==> src/rtl/tlb_replacement_hit_counter_defines.svh <==
// ----------------------------------------------------------------------------
// TLB replacement hit counter: assertion macros
// Shared property wrappers, clocked on clk and disabled while rst_n is low.
// ----------------------------------------------------------------------------
`ifndef TLB_REPLACEMENT_HIT_COUNTER_DEFINES_SVH
`define TLB_REPLACEMENT_HIT_COUNTER_DEFINES_SVH

// Consequent must hold in the same cycle as the antecedent.
`define TLBRHC_ASSERT_SAME(label, ante, cons, msg) \
    label: assert property (@(posedge clk) disable iff (!rst_n) (ante) |-> (cons)) \
        else $error(msg);

// Consequent must hold in the cycle after the antecedent.
`define TLBRHC_ASSERT_NEXT(label, ante, cons, msg) \
    label: assert property (@(posedge clk) disable iff (!rst_n) (ante) |=> (cons)) \
        else $error(msg);

`endif

==> src/rtl/tlbrhc_pkg.sv <==
// ----------------------------------------------------------------------------
// TLB replacement hit counter: shared package
// Field widths, register indexes, policy codes and the structs that travel
// along the cell row.
// ----------------------------------------------------------------------------
`timescale 1ns / 1ps
`default_nettype none

package tlbrhc_pkg;

    localparam int VA_W   = 32;
    localparam int PN_W   = 22;
    localparam int OFF_W  = 5;
    localparam int CFG_W  = 5;
    localparam int CNT_W  = 7;  // holds an entry count up to the largest depth of 64
    localparam int IDX_W  = 6;  // slot index for up to 64 entries
    localparam int RANK_W = 6;  // recency rank up to 63
    localparam int HIT_W  = 32;

    localparam logic [OFF_W-1:0] OFF_MIN = 5'd10;
    localparam logic [HIT_W-1:0] HIT_MAX = '1;

    localparam logic [1:0] CFG_PAGE_OFFSET = 2'd0;
    localparam logic [1:0] CFG_ACTIVE      = 2'd1;
    localparam logic [1:0] CFG_POLICY      = 2'd2;

    localparam logic [1:0] POL_FIFO = 2'd0;
    localparam logic [1:0] POL_LIFO = 2'd1;
    localparam logic [1:0] POL_LRU  = 2'd2;

    typedef enum logic {
        ST_IDLE,
        ST_SEARCH
    } state_t;

    // Search results gathered as the token walks the cell row.
    typedef struct packed {
        logic              valid;
        logic              hit;
        logic [IDX_W-1:0]  hit_idx;
        logic [RANK_W-1:0] hit_rank;
        logic              lru_found;
        logic [IDX_W-1:0]  lru_idx;
        logic [RANK_W-1:0] lru_rank;
    } carry_t;

    // Update broadcast to every cell at the end of a search.
    typedef struct packed {
        logic              apply;
        logic              clear;
        logic              write;
        logic              older_all;
        logic [IDX_W-1:0]  slot;
        logic [RANK_W-1:0] limit;
    } upd_t;

endpackage

`default_nettype wire

==> src/rtl/tlbrhc_cell.sv <==
// ----------------------------------------------------------------------------
// TLB replacement hit counter: entry cell
// Holds one TLB entry, folds its compare and recency into the passing search
// token, and applies the broadcast fill and recency update.
// ----------------------------------------------------------------------------
`timescale 1ns / 1ps
`default_nettype none

module tlbrhc_cell #(
    parameter int TLB_DEPTH  = 16,
    parameter int CELL_INDEX = 0
) (
    input  wire                        clk,
    input  wire                        rst_n,
    input  wire [tlbrhc_pkg::PN_W-1:0]  vpn,
    input  wire [tlbrhc_pkg::CNT_W-1:0] used,
    input  wire tlbrhc_pkg::carry_t    carry_in,
    output tlbrhc_pkg::carry_t         carry_out,
    input  wire tlbrhc_pkg::upd_t      upd
);

    localparam logic [tlbrhc_pkg::IDX_W-1:0]  MY_IDX   = tlbrhc_pkg::IDX_W'(CELL_INDEX);
    localparam logic [tlbrhc_pkg::CNT_W-1:0]  MY_CNT   = tlbrhc_pkg::CNT_W'(CELL_INDEX);
    localparam logic [tlbrhc_pkg::RANK_W-1:0] RANK_MAX = tlbrhc_pkg::RANK_W'(TLB_DEPTH - 1);

    logic [tlbrhc_pkg::PN_W-1:0]   page_reg;
    logic                          valid_reg;
    logic [tlbrhc_pkg::RANK_W-1:0] rank_reg;
    tlbrhc_pkg::carry_t            carry_reg;
    tlbrhc_pkg::carry_t            carry_next;
    logic                          active;
    logic                          match;
    logic                          is_slot;
    logic                          ages;

    assign active  = MY_CNT < used;
    assign match   = active && valid_reg && (page_reg == vpn);
    assign is_slot = upd.slot == MY_IDX;
    // Entries more recent than the touched one age; a fill ages them all.
    assign ages    = active && valid_reg && (rank_reg < RANK_MAX)
                     && (upd.older_all || (rank_reg < upd.limit));

    always_comb
    begin
        carry_next = carry_in;
        if (!carry_in.hit && match)
        begin
            carry_next.hit      = 1'b1;
            carry_next.hit_idx  = MY_IDX;
            carry_next.hit_rank = rank_reg;
        end
        // Strictly greater keeps the lowest index on a tie.
        if (active && valid_reg && (!carry_in.lru_found || (rank_reg > carry_in.lru_rank)))
        begin
            carry_next.lru_found = 1'b1;
            carry_next.lru_idx   = MY_IDX;
            carry_next.lru_rank  = rank_reg;
        end
    end

    always_ff @(posedge clk or negedge rst_n)
    begin
        if (!rst_n)
        begin
            carry_reg <= '0;
        end
        else
        begin
            carry_reg <= carry_next;
        end
    end

    assign carry_out = carry_reg;

    always_ff @(posedge clk or negedge rst_n)
    begin
        if (!rst_n)
        begin
            valid_reg <= 1'b0;
            rank_reg  <= '0;
        end
        else if (upd.apply)
        begin
            if (upd.clear)
            begin
                valid_reg <= 1'b0;
                rank_reg  <= '0;
            end
            else if (is_slot)
            begin
                rank_reg <= '0;
                if (upd.write)
                begin
                    valid_reg <= 1'b1;
                end
            end
            else if (ages)
            begin
                rank_reg <= rank_reg + 1'b1;
            end
        end
    end

    always_ff @(posedge clk)
    begin
        if (upd.apply && !upd.clear && is_slot && upd.write)
        begin
            page_reg <= vpn;
        end
    end

endmodule

`default_nettype wire

==> src/rtl/tlb_replacement_hit_counter.sv <==
// ----------------------------------------------------------------------------
// TLB replacement hit counter: top level
// Fully associative TLB with FIFO, LIFO or least recently used replacement
// and a saturating hit count that clears after the last item of a run.
// ----------------------------------------------------------------------------
// One item at a time: busy stays high while the search token walks the row of
// TLB_DEPTH entry cells, one cell per cycle, and the update is applied as the
// token leaves the last cell; a new item is taken only once busy is low.
// Results cannot be stalled by the receiver; each is shown for one cycle.
// Reset clears the table, ranks, pointer and count and loads the register
// defaults (offset 12, 16 entries, FIFO).
`timescale 1ns / 1ps
`default_nettype none

module tlb_replacement_hit_counter #(
    parameter int TLB_DEPTH = 16
) (
    input  wire                          clk,
    input  wire                          rst_n,
    input  wire                          start,
    output logic                         busy,
    input  wire [tlbrhc_pkg::VA_W-1:0]   virtual_address,
    input  wire                          last_access,
    output logic                         result_valid,
    output logic                         hit,
    output logic [tlbrhc_pkg::HIT_W-1:0] hit_total,
    output logic                         run_done,
    input  wire                          cfg_valid,
    output logic                         cfg_ready,
    input  wire [1:0]                    cfg_index,
    input  wire [tlbrhc_pkg::CFG_W-1:0]  cfg_data
);

`include "tlb_replacement_hit_counter_defines.svh"

    localparam int CNT_W = tlbrhc_pkg::CNT_W;
    localparam int IDX_W = tlbrhc_pkg::IDX_W;
    localparam logic [CNT_W-1:0] DEPTH_CNT = CNT_W'(TLB_DEPTH);

    // Configuration registers
    logic [tlbrhc_pkg::OFF_W-1:0] page_offset_bits_reg;
    logic [4:0]                   active_entries_reg;
    logic [1:0]                   replacement_policy_reg;

    tlbrhc_pkg::state_t state_reg;
    tlbrhc_pkg::state_t state_next;

    logic [tlbrhc_pkg::PN_W-1:0]  vpn_reg;
    logic [tlbrhc_pkg::PN_W-1:0]  vpn_next;
    logic [tlbrhc_pkg::OFF_W-1:0] off;
    logic                         last_reg;
    logic                         seed_valid_reg;
    logic [CNT_W-1:0]             ptr_reg;
    logic [CNT_W-1:0]             ptr_next;
    logic [tlbrhc_pkg::HIT_W-1:0] count_reg;
    logic [tlbrhc_pkg::HIT_W-1:0] count_inc;
    logic                         result_valid_reg;
    logic                         hit_reg;
    logic [tlbrhc_pkg::HIT_W-1:0] hit_total_reg;
    logic                         run_done_reg;

    logic [CNT_W-1:0]   act_ext;
    logic [CNT_W-1:0]   used;
    logic [CNT_W-1:0]   slot_cnt;
    logic               accept;
    logic               finish;
    tlbrhc_pkg::carry_t seed;
    tlbrhc_pkg::carry_t fin;
    tlbrhc_pkg::upd_t   upd;
    tlbrhc_pkg::carry_t link [TLB_DEPTH+1];

    assign cfg_ready = 1'b1;
    assign busy      = state_reg != tlbrhc_pkg::ST_IDLE;
    assign accept    = start && !busy;

    always_ff @(posedge clk or negedge rst_n)
    begin
        if (!rst_n)
        begin
            page_offset_bits_reg   <= 5'd12;
            active_entries_reg     <= 5'd16;
            replacement_policy_reg <= tlbrhc_pkg::POL_FIFO;
        end
        else if (cfg_valid && cfg_ready)
        begin
            case (cfg_index)
                tlbrhc_pkg::CFG_PAGE_OFFSET: page_offset_bits_reg   <= cfg_data;
                tlbrhc_pkg::CFG_ACTIVE:      active_entries_reg     <= cfg_data;
                tlbrhc_pkg::CFG_POLICY:      replacement_policy_reg <= cfg_data[1:0];
                default:                     ;
            endcase
        end
    end

    // Entry count in use, clamped to 1..TLB_DEPTH.
    assign act_ext = CNT_W'(active_entries_reg);
    always_comb
    begin
        if (act_ext == '0)
        begin
            used = CNT_W'(1);
        end
        else if (act_ext > DEPTH_CNT)
        begin
            used = DEPTH_CNT;
        end
        else
        begin
            used = act_ext;
        end
    end

    assign off      = (page_offset_bits_reg < tlbrhc_pkg::OFF_MIN) ? tlbrhc_pkg::OFF_MIN
                                                                   : page_offset_bits_reg;
    assign vpn_next = tlbrhc_pkg::PN_W'(virtual_address >> off);

    always_ff @(posedge clk)
    begin
        if (accept)
        begin
            vpn_reg  <= vpn_next;
            last_reg <= last_access;
        end
    end

    // The token enters the row in the cycle after the item is taken.
    always_ff @(posedge clk or negedge rst_n)
    begin
        if (!rst_n)
        begin
            seed_valid_reg <= 1'b0;
        end
        else
        begin
            seed_valid_reg <= accept;
        end
    end

    always_comb
    begin
        seed       = '0;
        seed.valid = seed_valid_reg;
    end

    assign link[0] = seed;

    genvar gi;
    generate
        for (gi = 0; gi < TLB_DEPTH; gi++)
        begin : g_cell
            tlbrhc_cell #(
                .TLB_DEPTH  (TLB_DEPTH),
                .CELL_INDEX (gi)
            ) u_cell (
                .clk       (clk),
                .rst_n     (rst_n),
                .vpn       (vpn_reg),
                .used      (used),
                .carry_in  (link[gi]),
                .carry_out (link[gi+1]),
                .upd       (upd)
            );
        end
    endgenerate

    assign fin    = link[TLB_DEPTH];
    assign finish = (state_reg == tlbrhc_pkg::ST_SEARCH) && fin.valid;

    // Slot choice and pointer advance once the whole row has been searched.
    always_comb
    begin
        ptr_next = ptr_reg;
        slot_cnt = '0;
        if (fin.hit)
        begin
            slot_cnt = CNT_W'(fin.hit_idx);
        end
        else
        begin
            case (replacement_policy_reg)
                tlbrhc_pkg::POL_FIFO:
                begin
                    slot_cnt = (ptr_reg < used) ? ptr_reg : '0;
                    ptr_next = (slot_cnt + 1'b1 == used) ? '0 : slot_cnt + 1'b1;
                end
                tlbrhc_pkg::POL_LIFO:
                begin
                    slot_cnt = (ptr_reg < used) ? ptr_reg : used - 1'b1;
                    ptr_next = (slot_cnt + 1'b1 < used) ? slot_cnt + 1'b1 : used - 1'b1;
                end
                default:
                begin
                    // Least recently used; the unused code behaves the same.
                    if (ptr_reg < used)
                    begin
                        slot_cnt = ptr_reg;
                        ptr_next = ptr_reg + 1'b1;
                    end
                    else
                    begin
                        slot_cnt = fin.lru_found ? CNT_W'(fin.lru_idx) : '0;
                    end
                end
            endcase
        end
    end

    always_comb
    begin
        upd.apply     = finish;
        upd.clear     = last_reg;
        upd.write     = !fin.hit;
        upd.older_all = !fin.hit;
        upd.slot      = slot_cnt[IDX_W-1:0];
        upd.limit     = fin.hit_rank;
    end

    assign count_inc = (fin.hit && (count_reg != tlbrhc_pkg::HIT_MAX)) ? count_reg + 1'b1
                                                                       : count_reg;

    always_ff @(posedge clk or negedge rst_n)
    begin
        if (!rst_n)
        begin
            ptr_reg   <= '0;
            count_reg <= '0;
        end
        else if (finish)
        begin
            if (last_reg)
            begin
                ptr_reg   <= '0;
                count_reg <= '0;
            end
            else
            begin
                ptr_reg   <= ptr_next;
                count_reg <= count_inc;
            end
        end
    end

    always_ff @(posedge clk or negedge rst_n)
    begin
        if (!rst_n)
        begin
            state_reg        <= tlbrhc_pkg::ST_IDLE;
            result_valid_reg <= 1'b0;
        end
        else
        begin
            state_reg        <= state_next;
            result_valid_reg <= finish;
        end
    end

    always_comb
    begin
        state_next = state_reg;
        case (state_reg)
            tlbrhc_pkg::ST_IDLE:
            begin
                if (accept)
                begin
                    state_next = tlbrhc_pkg::ST_SEARCH;
                end
            end
            tlbrhc_pkg::ST_SEARCH:
            begin
                if (fin.valid)
                begin
                    state_next = tlbrhc_pkg::ST_IDLE;
                end
            end
            default:
            begin
                state_next = tlbrhc_pkg::ST_IDLE;
            end
        endcase
    end

    always_ff @(posedge clk)
    begin
        if (finish)
        begin
            hit_reg       <= fin.hit;
            hit_total_reg <= count_inc;
            run_done_reg  <= last_reg;
        end
    end

    assign result_valid = result_valid_reg;
    assign hit          = hit_reg;
    assign hit_total    = hit_total_reg;
    assign run_done     = run_done_reg;

    `TLBRHC_ASSERT_NEXT(a_accept_busy, accept, busy, "item taken but block not busy")
    `TLBRHC_ASSERT_SAME(a_result_idle, result_valid, !busy, "result shown while still busy")
    `TLBRHC_ASSERT_SAME(a_token_search, fin.valid, state_reg == tlbrhc_pkg::ST_SEARCH, "token outside search")
    `TLBRHC_ASSERT_SAME(a_hit_count, result_valid && hit, hit_total != '0, "hit with zero count")

endmodule

`default_nettype wire

==> config.mk <==
export PLATFORM = sky130hd
export DESIGN_NAME = tlb_replacement_hit_counter
export DESIGN_NICKNAME = d
export VERILOG_FILES = /design/src/rtl/tlbrhc_pkg.sv /design/src/rtl/tlbrhc_cell.sv /design/src/rtl/tlb_replacement_hit_counter.sv
export VERILOG_INCLUDE_DIRS = /design/src /design/src/rtl
export SDC_FILE = /design/constraint.sdc
export NUM_CORES = 2
export LEC_CHECK = 0
export BUFFER_PORTS_ARGS = -buffer_cell sky130_fd_sc_hd__buf_4
export CAP_MARGIN = 30
export CORE_MARGIN = 8
export CORE_UTILIZATION = 40
export DETAILED_ROUTE_END_ITERATION = 6
export SKIP_LAST_GASP = 1
export SLEW_MARGIN = 20
export SYNTH_ARGS = -nofsm -noshare
export SYNTH_HDL_FRONTEND = slang
export SYNTH_SLANG_ARGS = --single-unit
==> constraint.sdc <==
create_clock -name clk -period 5.4 [get_ports clk]
set_input_delay 0 -clock clk [delete_from_list [all_inputs] [get_ports clk]]
set_output_delay 0 -clock clk [all_outputs]
set_load 0.02 [all_outputs]
==> metrics <==
arrival time at the worst endpoint 5490 ps; Max Cap Viol 0; CP Data Required Time 5940 ps; Ports 81; critical path cell sequence nand2b_1, ha_1, o21a_1, o2111ai_1, o21ai_2, a21oi_1, ha_1, nor4bb_1, nor3_1, a21oi_1, ha_1, o2111ai_1, a21oi_1, a2111oi_4, mux2i_1, nor3_1, a211o_1; Starting Density 40.17%; Final ANT Viol Nets 0; XOR/XNOR Fraction of Synth Area 8.182%; drt wl/cell 20.20 µm; Tcrit/Tclk final 91.59%; Post-Synth Simple-Gate Area 10.60%; GRT Total Usage 17.33%; first-pass GRT wire length 160.1 mm; Die X 343.2 µm; Synth Cell Area 0.04282 mm²; detailed placer's ending HPWL 69.04 mm; Row Count 120; Yosys warnings 0; largest net degree at the start of global routing 185; Synth cell types 90; Leak 0.02046 µW; final hold slack 59.62 ps; most frequent cells in the layout dfrtp_1, edfxtp_1, xnor2_1; Slew Limit Headroom 26.47%; clock-pin slew on the worst setup and hold paths 60 ps; Compound-Gate Fraction of Synth Area 8.135%; Placeable Area 0.1066 mm²; number of global-route vias before repair 26.62k; total grt overflow 0; Synth Net Count 3650; clock sink count 907; DRC Markers 0; # nets final 3828; placed cell areas 0.04555 mm²; worst-margin pin slew 1103 ps; setup bufs post-CTS 0; Placed Instances 4861; worst setup path category reg -> reg; Crit. End Element flop; ys flop type dfrtp_1; RSZ-0062 raised after global routing false; min Tclk post-route 4946 ps; gp weighted congestion 0.8117; fmax 202.2 MHz; synthesized instance count 3407; CTS HTree Levels 3; status finished clean; Pre-antenna DRT Iters 5; mux cell area share after synthesis 7.191%; Final Cell Area 0.04894 mm²; Async SR Flop Fraction 54.91%; clock skew 24.10 ps; CP max stage cell a2111oi_4; TNS Setup 0 ps; CP Max Fanout 11; Die Y 343.2 µm; PwrDens 386.2 mW/mm²; max reg flops 352; final hold violations 0; most common cell after layout, fill and taps aside dfrtp_1; DR vias/cell 5.241; clk buf depth 3; Hold Path Class in -> reg; clock root buffer clkbuf_16; DR vias 26.57k; CTS tree yes; initial antenna violation count 1; Synth Register Bits 907; Clock Latency Late Sink 660 ps; Final Instance Count excl. Fillers 5069; combinational family with the most area after synthesis simple AND/OR/NAND/NOR gates; die area 0.1178 mm²; final setup fails 0; routed wire length 102.4 mm; area added between synthesis and finish 14.29%; Post-synth EDFFs 409; fin. max-slew vios 0; Critical Path Source Type flop; Seq/Total Area, Yosys 57.80%; mean area per synthesized cell 12.57 µm²; share of cells above drive strength 1 16.92%; Crit path largest cell delay 640 ps; DRT iter0 DRCs 1736; Port Buf Inserts 71; post-synthesis adder-cell area fraction 5.815%; Max VDD drop 0.0002870 V; Num CTS Buffers 94
-- power breakdown --
part | internal [µW] | leakage (µW) | switching, µW
Combinational | 1640 | 0.00840 | 2570
Clock | 3620 | 0.00149 | 2750
Sequential | 7880 | 0.0106 | 448
Total | 13100 | 0.0205 | 5760
-- stage by stage --
stage	setup slack (ps)	power [µW]	utilization, %
2_1_floorplan	635.7	11100	-
3_3_place_gp	383.2	12590	42.66
3_5_place_dp	307.0	12630	42.73
4_1_cts	273.1	19090	45.84
5_1_grt	46.29	19800	45.90
6_report	453.9	18900	45.90
-- layer usage --
metal  up-vias  global-route usage [%]  share of wire (%)
met3       133                   2.076                3.2
li1      12651                       -                  -
met5         -                       0                  0
met4         0                   4.057                2.0
met2       444                   28.50                 47
met1     13341                   24.49                 48
-- worst max-delay path, delay by kind of cell (launching register included) --
family | cells | cell delay (ps)
AND/OR/NAND/NOR | 4 | 710
AO/OA/AOI/OAI | 9 | 2360
multiplexers | 1 | 260
adder cells (fa/ha/maj) | 3 | 900
flip-flops | 1 | 590
-- repair_timing --
item                                   CTS  global route
endpoints found under the hold margin  195             0
hold buffers                            26             0
setup endpoints to repair                0             4
gates resized for setup                  0             1
-- synth_stat cells (5+ instances only) --
library cell	count	share of area (%)
dfrtp_1	495	29
edfxtp_1	409	29
xnor2_1	224	4.6
ha_1	199	5.8
mux2_2	177	4.7
xor2_1	176	3.6
nand2_1	161	1.4
nor2_1	160	1.4
inv_1	139	1.2
mux2i_1	104	2.4
nand4_1	91	1.3
o21ai_0	91	1.1
clkbuf_1	90	0.79
a21oi_1	82	0.96
nor2b_1	73	1.1
o21a_1	73	1.3
or2_2	71	1.0
nand3_1	65	0.76
nand2b_1	54	0.79
a21o_1	50	0.88
nor4_1	46	0.67
nor3_1	44	0.51
o22ai_1	32	0.47
and2_1	25	0.37
a211oi_1	24	0.42
and3_1	22	0.32
buf_1	19	0.17
o211ai_1	16	0.28
a31oi_1	14	0.20
a22o_1	13	0.27
a211o_1	11	0.23
o21ai_1	11	0.13
a311oi_1	10	0.20
nor3b_1	10	0.18
o31ai_1	7	0.12
buf_2	6	0.070
nand4b_1	6	0.12
or3_1	6	0.088
or4_1	6	0.11
nand3b_1	5	0.088
o211a_1	5	0.12
-- layout make-up --
type                    instances  area [µm²]
diodes                          1       2.502
clock buffers                 116        2515
clock inverters                60       525.5
fillers                      9638       57670
inverters                     140       525.5
multi-input cells            2244       17170
flip-flops and latches        907       24750
well taps                    1403        1755
repair buffers                198        1692
-- cells by family (layout without fill, tap and decap cells) --
group	after synthesis	in the layout
AOI/OAI and AO/OA	501	501
xor gates and xnor gates	400	400
adders and majority gates	199	199
buffers and inverters	256	514
DFF	907	907
muxes	283	283
other	1	2
and+or+nand+nor	860	860
-- path summary, 6_finish.rpt --
kind | slack [ps] | to | depth (start not counted) | from
min in group asynchronous | 520 | count_reg[8]$_DFFE_PN0P_ | 4 | rst_n
worst max-delay path | 450 | ptr_reg[3]$_DFFE_PN0P_ | 17 | active_entries_reg[4]$_DFFE_PN1P_
worst min-delay path | 60 | vpn_reg[13]$_DFFE_PP_ | 5 | virtual_address[26]
worst min register to register | 340 | g_cell[3].u_cell.carry_out[26]$_DFF_PN0_ | 0 | g_cell[2].u_cell.carry_out[26]$_DFF_PN0_
worst max register to register | 450 | ptr_reg[3]$_DFFE_PN0P_ | 17 | active_entries_reg[4]$_DFFE_PN1P_
max in group asynchronous | 3860 | g_cell[2].u_cell.valid_reg$_DFFE_PN0P_ | 4 | rst_n
Note: power is estimated with default switching activity, not from simulation.
